===== src/rtl/dual_channel_fir_filter_core_defines.svh =====
// Assertion macros for the dual-channel FIR filter core.
// No dependencies; included by the files that carry assertions.
`ifndef DUAL_CHANNEL_FIR_FILTER_CORE_DEFINES_SVH
`define DUAL_CHANNEL_FIR_FILTER_CORE_DEFINES_SVH

`ifndef ASSERT_OFF
// Same-cycle implication, disabled while in reset.
`define DCFIR_ASSERT_NOW(label, clk, rst_n, ante, cons, msg) \
    label: assert property (@(posedge clk) disable iff (!rst_n) (ante) |-> (cons)) \
        else $error(msg);
// Next-cycle implication, disabled while in reset.
`define DCFIR_ASSERT_NEXT(label, clk, rst_n, ante, cons, msg) \
    label: assert property (@(posedge clk) disable iff (!rst_n) (ante) |=> (cons)) \
        else $error(msg);
`else
`define DCFIR_ASSERT_NOW(label, clk, rst_n, ante, cons, msg)
`define DCFIR_ASSERT_NEXT(label, clk, rst_n, ante, cons, msg)
`endif

`endif


===== src/rtl/dcfir_pkg.sv =====
// Shared types, constants and coefficient ROM for the dual-channel FIR filter core.
// No dependencies.
`default_nettype none

package dcfir_pkg;

    localparam int DEF_TAPS        = 100;
    localparam int DEF_CHANNELS    = 2;
    localparam int DEF_SAMPLE_BITS = 16;

    // Q0.16 coefficients: 1/100 on every tap but one, 2/100 on that one tap
    localparam int COEF_W      = 11;
    localparam int COEF_BASE   = 655;
    localparam int COEF_DOUBLE = 1311;
    localparam int DOUBLE_TAP  = 65;
    localparam int FRAC_BITS   = 16;

    typedef enum logic [2:0] {
        S_CLEAR,
        S_IDLE,
        S_RUN,
        S_DRAIN,
        S_DONE
    } t_state;

    function automatic logic [COEF_W-1:0] coef_of(input int tap);
        logic [COEF_W-1:0] c;
        if (tap == DOUBLE_TAP) begin
            c = COEF_W'(COEF_DOUBLE);
        end else begin
            c = COEF_W'(COEF_BASE);
        end
        return c;
    endfunction

endpackage

`default_nettype wire


===== src/rtl/dual_channel_fir_filter_core.sv =====
// Dual-channel FIR filter core: per-channel delay lines in one RAM, one MAC per cycle.
// Depends on dcfir_pkg and dual_channel_fir_filter_core_defines.svh.
//
//  channel   signals                                  dir
//  --------  ---------------------------------------  ---
//  input     i_in_valid, o_in_ready, i_channel, i_sample   in
//  output    o_out_valid, i_out_ready, o_filtered          out
//
// Each sample's pass is set by the single RAM read port: one tap is read and
// multiplied per cycle, then a three-deep read/multiply/accumulate drain runs
// and the output register is loaded. After reset a clearing pass zeroes every
// address of the delay RAM; no request is taken until it ends. A result that
// is not taken holds the core in its final state; the next request is taken
// once the result register moves.
`default_nettype none

`include "dual_channel_fir_filter_core_defines.svh"

module dual_channel_fir_filter_core #(
    parameter int TAPS        = dcfir_pkg::DEF_TAPS,
    parameter int CHANNELS    = dcfir_pkg::DEF_CHANNELS,
    parameter int SAMPLE_BITS = dcfir_pkg::DEF_SAMPLE_BITS
) (
    input  wire logic                          i_clk,
    input  wire logic                          i_rst_n,
    input  wire logic                          i_in_valid,
    output logic                               o_in_ready,
    input  wire logic                          i_channel,
    input  wire logic signed [SAMPLE_BITS-1:0] i_sample,
    output logic                               o_out_valid,
    input  wire logic                          i_out_ready,
    output logic signed [SAMPLE_BITS-1:0]      o_filtered
);

    import dcfir_pkg::*;

    localparam int DEPTH  = CHANNELS * TAPS;
    localparam int ADDR_W = $clog2(DEPTH);
    localparam int TAP_W  = $clog2(TAPS);
    localparam int CH_W   = (CHANNELS > 1) ? $clog2(CHANNELS) : 1;
    localparam int PROD_W = SAMPLE_BITS + COEF_W + 1;
    localparam int ACC_W  = PROD_W + $clog2(TAPS) + 2;
    localparam logic signed [ACC_W-1:0] HALF   = ACC_W'(64'sd1 <<< (FRAC_BITS - 1));
    localparam logic signed [ACC_W-1:0] SAT_HI = ACC_W'((64'sd1 <<< (SAMPLE_BITS - 1)) - 1);
    localparam logic signed [ACC_W-1:0] SAT_LO = -SAT_HI - ACC_W'(1);

    t_state r_state, n_state;

    logic [SAMPLE_BITS-1:0] r_mem [DEPTH];
    logic signed [SAMPLE_BITS-1:0] r_mem_q;

    logic [TAP_W-1:0]  r_wptr [CHANNELS];
    logic [ADDR_W-1:0] r_clr_addr;
    logic [ADDR_W-1:0] r_base;
    logic [TAP_W-1:0]  r_idx;
    logic [TAP_W-1:0]  r_k;
    logic [TAP_W-1:0]  r_rd_k;
    logic              r_rd_v;
    logic              r_pr_v;
    logic signed [PROD_W-1:0] r_prod;
    logic signed [ACC_W-1:0]  r_acc;
    logic                     r_out_valid;
    logic signed [SAMPLE_BITS-1:0] r_filtered;

    logic              w_accept;
    logic              w_issue;
    logic              w_clr;
    logic              w_load;
    logic [CH_W-1:0]   w_ch;
    logic [TAP_W-1:0]  w_ptr;
    logic [ADDR_W-1:0] w_in_base;
    logic              w_we;
    logic [ADDR_W-1:0] w_waddr;
    logic [SAMPLE_BITS-1:0] w_wdata;
    logic [ADDR_W-1:0] w_raddr;
    logic signed [COEF_W:0]   w_coef;
    logic signed [PROD_W-1:0] w_prod;
    logic signed [ACC_W-1:0]  w_rnd;
    logic signed [ACC_W-1:0]  w_sat;

    // Channel number taken modulo CHANNELS
    assign w_ch      = (CHANNELS == 1) ? '0 : CH_W'(i_channel);
    assign w_ptr     = r_wptr[w_ch];
    assign w_in_base = ADDR_W'(w_ch) * ADDR_W'(TAPS);

    // Next state
    always_comb begin
        n_state = r_state;
        unique case (r_state)
            S_CLEAR: begin
                if (r_clr_addr == ADDR_W'(DEPTH - 1)) n_state = S_IDLE;
            end
            S_IDLE: begin
                if (i_in_valid) n_state = S_RUN;
            end
            S_RUN: begin
                if (r_k == TAP_W'(TAPS - 1)) n_state = S_DRAIN;
            end
            S_DRAIN: begin
                if (!r_rd_v && !r_pr_v) n_state = S_DONE;
            end
            S_DONE: begin
                if (!r_out_valid || i_out_ready) n_state = S_IDLE;
            end
            default: n_state = S_CLEAR;
        endcase
    end

    // State outputs
    always_comb begin
        o_in_ready = 1'b0;
        w_issue    = 1'b0;
        w_clr      = 1'b0;
        w_load     = 1'b0;
        unique case (r_state)
            S_CLEAR: w_clr      = 1'b1;
            S_IDLE:  o_in_ready = 1'b1;
            S_RUN:   w_issue    = 1'b1;
            S_DRAIN: ;
            S_DONE:  w_load     = !r_out_valid || i_out_ready;
            default: ;
        endcase
    end

    assign w_accept = i_in_valid && o_in_ready;

    // Single write port: zero fill during clearing, new sample on request
    always_comb begin
        w_we    = w_clr || w_accept;
        w_waddr = w_clr ? r_clr_addr : (w_in_base + ADDR_W'(w_ptr));
        w_wdata = w_clr ? '0 : i_sample;
    end

    assign w_raddr = r_base + ADDR_W'(r_idx);

    always_ff @(posedge i_clk) begin
        if (w_we) begin
            r_mem[w_waddr] <= w_wdata;
        end
        r_mem_q <= r_mem[w_raddr];
    end

    assign w_coef = signed'({1'b0, coef_of(int'(r_rd_k))});
    assign w_prod = PROD_W'(r_mem_q) * PROD_W'(w_coef);

    // Round half up, then saturate
    assign w_rnd = (r_acc + HALF) >>> FRAC_BITS;
    always_comb begin
        if (w_rnd > SAT_HI) begin
            w_sat = SAT_HI;
        end else if (w_rnd < SAT_LO) begin
            w_sat = SAT_LO;
        end else begin
            w_sat = w_rnd;
        end
    end

    // Control state
    always_ff @(posedge i_clk) begin
        if (!i_rst_n) begin
            r_state     <= S_CLEAR;
            r_clr_addr  <= '0;
            r_rd_v      <= 1'b0;
            r_pr_v      <= 1'b0;
            r_out_valid <= 1'b0;
            for (int c = 0; c < CHANNELS; c++) begin
                r_wptr[c] <= '0;
            end
        end else begin
            r_state <= n_state;
            r_rd_v  <= w_issue;
            r_pr_v  <= r_rd_v;
            if (w_clr) begin
                r_clr_addr <= r_clr_addr + ADDR_W'(1);
            end
            if (w_accept) begin
                r_wptr[w_ch] <= (w_ptr == TAP_W'(TAPS - 1)) ? '0 : w_ptr + TAP_W'(1);
            end
            if (w_load) begin
                r_out_valid <= 1'b1;
            end else if (i_out_ready) begin
                r_out_valid <= 1'b0;
            end
        end
    end

    // Datapath
    always_ff @(posedge i_clk) begin
        if (w_accept) begin
            r_base <= w_in_base;
            r_idx  <= w_ptr;
            r_k    <= '0;
            r_acc  <= '0;
        end else begin
            if (w_issue) begin
                // walk backward from the newest sample
                r_idx <= (r_idx == '0) ? TAP_W'(TAPS - 1) : r_idx - TAP_W'(1);
                r_k   <= r_k + TAP_W'(1);
            end
            if (r_pr_v) begin
                r_acc <= r_acc + ACC_W'(r_prod);
            end
        end
        r_rd_k <= r_k;
        r_prod <= w_prod;
        if (w_load) begin
            r_filtered <= SAMPLE_BITS'(w_sat);
        end
    end

    assign o_out_valid = r_out_valid;
    assign o_filtered  = r_filtered;

    `DCFIR_ASSERT_NOW(a_idle_pipe_empty, i_clk, i_rst_n, o_in_ready,
        !r_rd_v && !r_pr_v, "request taken with MAC pipeline busy")
    `DCFIR_ASSERT_NEXT(a_accept_runs, i_clk, i_rst_n, w_accept,
        r_state == S_RUN, "request did not start a pass")
    `DCFIR_ASSERT_NOW(a_clear_no_result, i_clk, i_rst_n, r_state == S_CLEAR,
        !o_out_valid && !o_in_ready, "result or request during clearing")

endmodule

`default_nettype wire

===== config.mk =====
export PLATFORM = sky130hd
export DESIGN_NAME = dual_channel_fir_filter_core
export DESIGN_NICKNAME = d
export VERILOG_FILES = /design/src/rtl/dcfir_pkg.sv /design/src/rtl/dual_channel_fir_filter_core.sv
export VERILOG_INCLUDE_DIRS = /design/src /design/src/rtl
export SDC_FILE = /design/constraint.sdc
export NUM_CORES = 2
export LEC_CHECK = 0
export BUFFER_PORTS_ARGS = -buffer_cell sky130_fd_sc_hd__buf_2
export CAP_MARGIN = 30
export CELL_PAD_IN_SITES_DETAIL_PLACEMENT = 1
export CELL_PAD_IN_SITES_GLOBAL_PLACEMENT = 1
export CORE_ASPECT_RATIO = 1.75
export CORE_UTILIZATION = 40
export CTS_CLUSTER_SIZE = 8
export DETAILED_ROUTE_END_ITERATION = 10
export PLACE_DENSITY = 0.68
export SKIP_CTS_REPAIR_TIMING = 1
export SYNTH_ARGS = -nofsm -noshare
export SYNTH_HDL_FRONTEND = slang
export SYNTH_SLANG_ARGS = --single-unit

===== constraint.sdc =====
create_clock -name i_clk -period 10.6 [get_ports i_clk]
set_input_delay 1.59 -clock i_clk [delete_from_list [all_inputs] [get_ports i_clk]]
set_output_delay 1.59 -clock i_clk [all_outputs]
set_load 0.02 [all_outputs]

==> reports/qor.csv <==
stage,metric,value,unit
status,outcome,"finished, final reports clean",
grt,antenna violations before repair,21,
synth,proportion of synthesized chip area in sequential cells,0.737,
power,Max IR drop VDD,0.172,mV
sta,final slew viol count,0,
setup_path,Critical Path Most Common Cell,sky130_fd_sc_hd__fa_1,
floorplan,initial core utilization,0.403,
synth,leading cell type by number of instances after synthesis,sky130_fd_sc_hd__edfxtp_1,
power,power per standard cell area,186,nW/um^2
clock_network,"Clk pin slew, worst setup/hold paths",50,ps
grt,pin count of the biggest net entering global routing,163,
setup_path,path length in cells of the critical path,21,
layout,layout overhead on the synthesized area,14.5,%
route,post-detailed-route via-to-cell ratio,5.75,
setup_path,highest cell delay on the worst timing path,650,ps
setup_path,arrival time worst endpoint,6940,ps
route,WL/cell,31.6,microns
setup_path,slowest library cell on the worst path,sky130_fd_sc_hd__o41ai_1,
synth,Post-Synthesis Cell Area,135000,sq um
synth,post-synthesis compound-gate area fraction,0.0150,
layout,net total in the final layout,7105,
synth,Synth async-reset ratio,0,
route,first-pass iteration count of the detailed router,5,
setup_path,dominant delay contributor by cell family on the critical path,adder cells,
setup_path,worst path bufs/invs,4,
floorplan,row count,281,
layout,proportion of layout cells with a drive suffix above 1,0.276,
grt,wire length of the first global-routing pass,517000,microns
floorplan,floorplan die width,441,microns
setup_path,critical-path cell list,"nor4b_2, buf_4, nand2_1, a21oi_1, fa_1, inv_1, fa_1, fa_1, inv_1, fa_1, inv_1, ha_1, and4_1, nor2b_1, o21a_1, o21ai_0, o21ai_0, o41ai_1, o211ai_1, a21oi_1, xnor2_1",
sta,max-slew headroom at the worst pin,0.139,
setup_path,Setup CP Type,flop to flop,
sta,final-report setup violation count,0,
synth,multiplexer share of the synthesized area,0.174,
synth,Area contributors post-synth,"sky130_fd_sc_hd__edfxtp_1 72%, sky130_fd_sc_hd__mux4_2 17%, sky130_fd_sc_hd__fa_1 1.7%",
route,vias,65100,
placed_design,final HPWL from detailed placement,221000,microns
clock_network,maximum level of the CTS H-tree,5,
synth,YS warnings,0,
sta,crit path time final,6100,ps
setup_path,CP Launch Type,flop,
synth,number of enable flip-flop cells after synthesis,3238,
route,post-detailed-route DRC marker count,0,
synth,post-synthesis instance total,6326,
sta,final-report hold violation count,0,
sta,highest achievable clock rate,0.164,GHz
floorplan,overall die area,340000,sq um
synth,commonest cells in the netlist,"3238 x sky130_fd_sc_hd__edfxtp_1, 1017 x sky130_fd_sc_hd__mux4_2, 326 x sky130_fd_sc_hd__nor2_1",
synth,area share of the largest cell type after synthesis,0.720,
setup_path,largest driver fanout on the critical path,21,
synth,leading register cell type out of synthesis,sky130_fd_sc_hd__edfxtp_1,
min_path,number of cells traversed by the worst hold path,0,
synth,most area-hungry cell type in the Yosys netlist,sky130_fd_sc_hd__edfxtp_1,
route,count of antenna-violating nets left after detailed routing,0,
floorplan,chip height,770,microns
synth,Post-Synthesis Mean Instance Area,21.3,sq um
synth,area share of fa/ha/maj cells after synthesis,0.0286,
floorplan,Boundary Pins,39,
setup_path,slack of the worst reg-to-reg path,4500,ps
power,total power,0.0287,W
sta,Total Negative Setup Slacks,0,ps
flow_run,max cap viols,0,
setup_path,R2R depth,21,
synth,synth unique cells,62,
setup_path,endpoint class of the critical path,flop,
floorplan,area inside the core boundary,335000,sq um
sta,RSZ-0062 raised after global routing,no,
clock_network,clk root buf,sky130_fd_sc_hd__clkbuf_16,
clock_network,latest clock arrival within the worst-skew pair,980,ps
placed_design,Final Wtd Congestion,0.848,
clock_network,maximum buffer depth of the clock tree,4,
synth,synthesized flop and latch total,3347,
grt,Total Routing Usage GR,0.211,
placed_design,Port Buffers,38,
grt,grt total ovfl,0,
synth,xor and xnor area share after synthesis,0.00707,
route,Detailed Route WL,358000,microns
synth,largest family of logic cells by synthesized area,multiplexers,
sta,share of the clock period used by the worst path after layout,0.576,
route,number of DRC markers after the initial detailed-route iteration,5642,
power,leakage dissipation,54.4,nW
setup_path,critical path required time,11440,ps
clock_network,CTS tree,built,
sta,worst-case clock skew,81.1,ps
grt,vias in the first global route,71400,
synth,area share of and/or/nand/nor cells after synthesis,0.0238,
sta,Tightest Pin Transition,1290,ps
clock_network,clock tree sinks,3347,
min_path,class of the tightest hold or removal check,flop to flop,
clock_network,number of buffers inserted during clock tree synthesis,460,
sequential cells by signal (all words and copies together) (netlist names), 3 cells and up:
register	count
r_mem	3200
r_acc	37
r_prod	28
o_filtered	16
r_mem_q	16
r_wptr	14
r_clr_addr	8
r_idx	7
r_k	7
r_rd_k	7
r_state	3
per-layer routing:
| layer | global-route usage | vias up | share of wire |
|---|---|---|---|
| li1 | - | 26800 | - |
| met1 | 0.246 | 35500 | 0.36 |
| met2 | 0.379 | 2220 | 0.54 |
| met3 | 0.0261 | 619 | 0.049 |
| met4 | 0.107 | 6 | 0.054 |
| met5 | 0 | - | 0.000095 |
cell families (layout without fill, tap and decap cells):
family / count (synthesis) / in the layout
compound gates: 322 / 322
xor+xnor: 109 / 109
fa+ha+maj: 240 / 240
buf+inv: 498 / 1058
flops: 3347 / 3347
mux: 1070 / 1070
other cells: 2 / 54
simple gates: 738 / 738
stage by stage:
step	hold slack, ps	instances	cell area [sq um]	worst slack, ps	util
floorplan	356	6354	135000	5010	-
CTS	395	11300	154000	4420	0.461
finish	391	11300	155000	4500	0.461
global placement	373	10700	142000	4420	0.423
detailed placement	383	10800	142000	4430	0.424
global route	408	11300	155000	3910	0.461
power by group:
| part | switching, W | internal (W) |
|---|---|---|
| clock network | 0.00523 | 0.00773 |
| registers | 0.0000851 | 0.0144 |
| logic | 0.000759 | 0.000497 |
path summary, 6_finish.rpt:
path / from / end
max: r_rd_k[2]$_DFF_P_ / r_prod[26]$_DFF_P_
min: r_k[6]$_SDFFE_PP0P_ / r_rd_k[6]$_DFF_P_
max reg2reg: r_rd_k[2]$_DFF_P_ / r_prod[26]$_DFF_P_
min reg2reg: r_k[6]$_SDFFE_PP0P_ / r_rd_k[6]$_DFF_P_
area by class of cell:
type | instances | area [sq um]
sequential | 3347 | 99400
fill | 30300 | 180000
inverter | 182 | 683
antenna | 24 | 60.1
timing repair buffer | 344 | 2950
clock inverter | 19 | 372
clock buffer | 513 | 11800
multi-input combinational | 2509 | 33800
tap | 4386 | 5490
placed cells by master, fill, tap and decap left out, types with 24 or more instances in the layout:
cell                           n
sky130_fd_sc_hd__a21o_1       49
sky130_fd_sc_hd__a21oi_1      81
sky130_fd_sc_hd__and3_1       25
sky130_fd_sc_hd__buf_2        38
sky130_fd_sc_hd__buf_4       276
sky130_fd_sc_hd__clkbuf_1     48
sky130_fd_sc_hd__clkbuf_16   465
sky130_fd_sc_hd__conb_1       30
sky130_fd_sc_hd__dfxtp_1     107
sky130_fd_sc_hd__diode_2      24
sky130_fd_sc_hd__edfxtp_1   3238
sky130_fd_sc_hd__fa_1        115
sky130_fd_sc_hd__ha_1        123
sky130_fd_sc_hd__inv_1       182
sky130_fd_sc_hd__mux2i_1      51
sky130_fd_sc_hd__mux4_2     1017
sky130_fd_sc_hd__nand2_1     198
sky130_fd_sc_hd__nand3_1      57
sky130_fd_sc_hd__nor2_1      307
sky130_fd_sc_hd__nor3_1       24
sky130_fd_sc_hd__o21ai_0      80
sky130_fd_sc_hd__xnor2_1      63
sky130_fd_sc_hd__xor2_1       41
No activity file was read; power rests on OpenSTA's default activity.
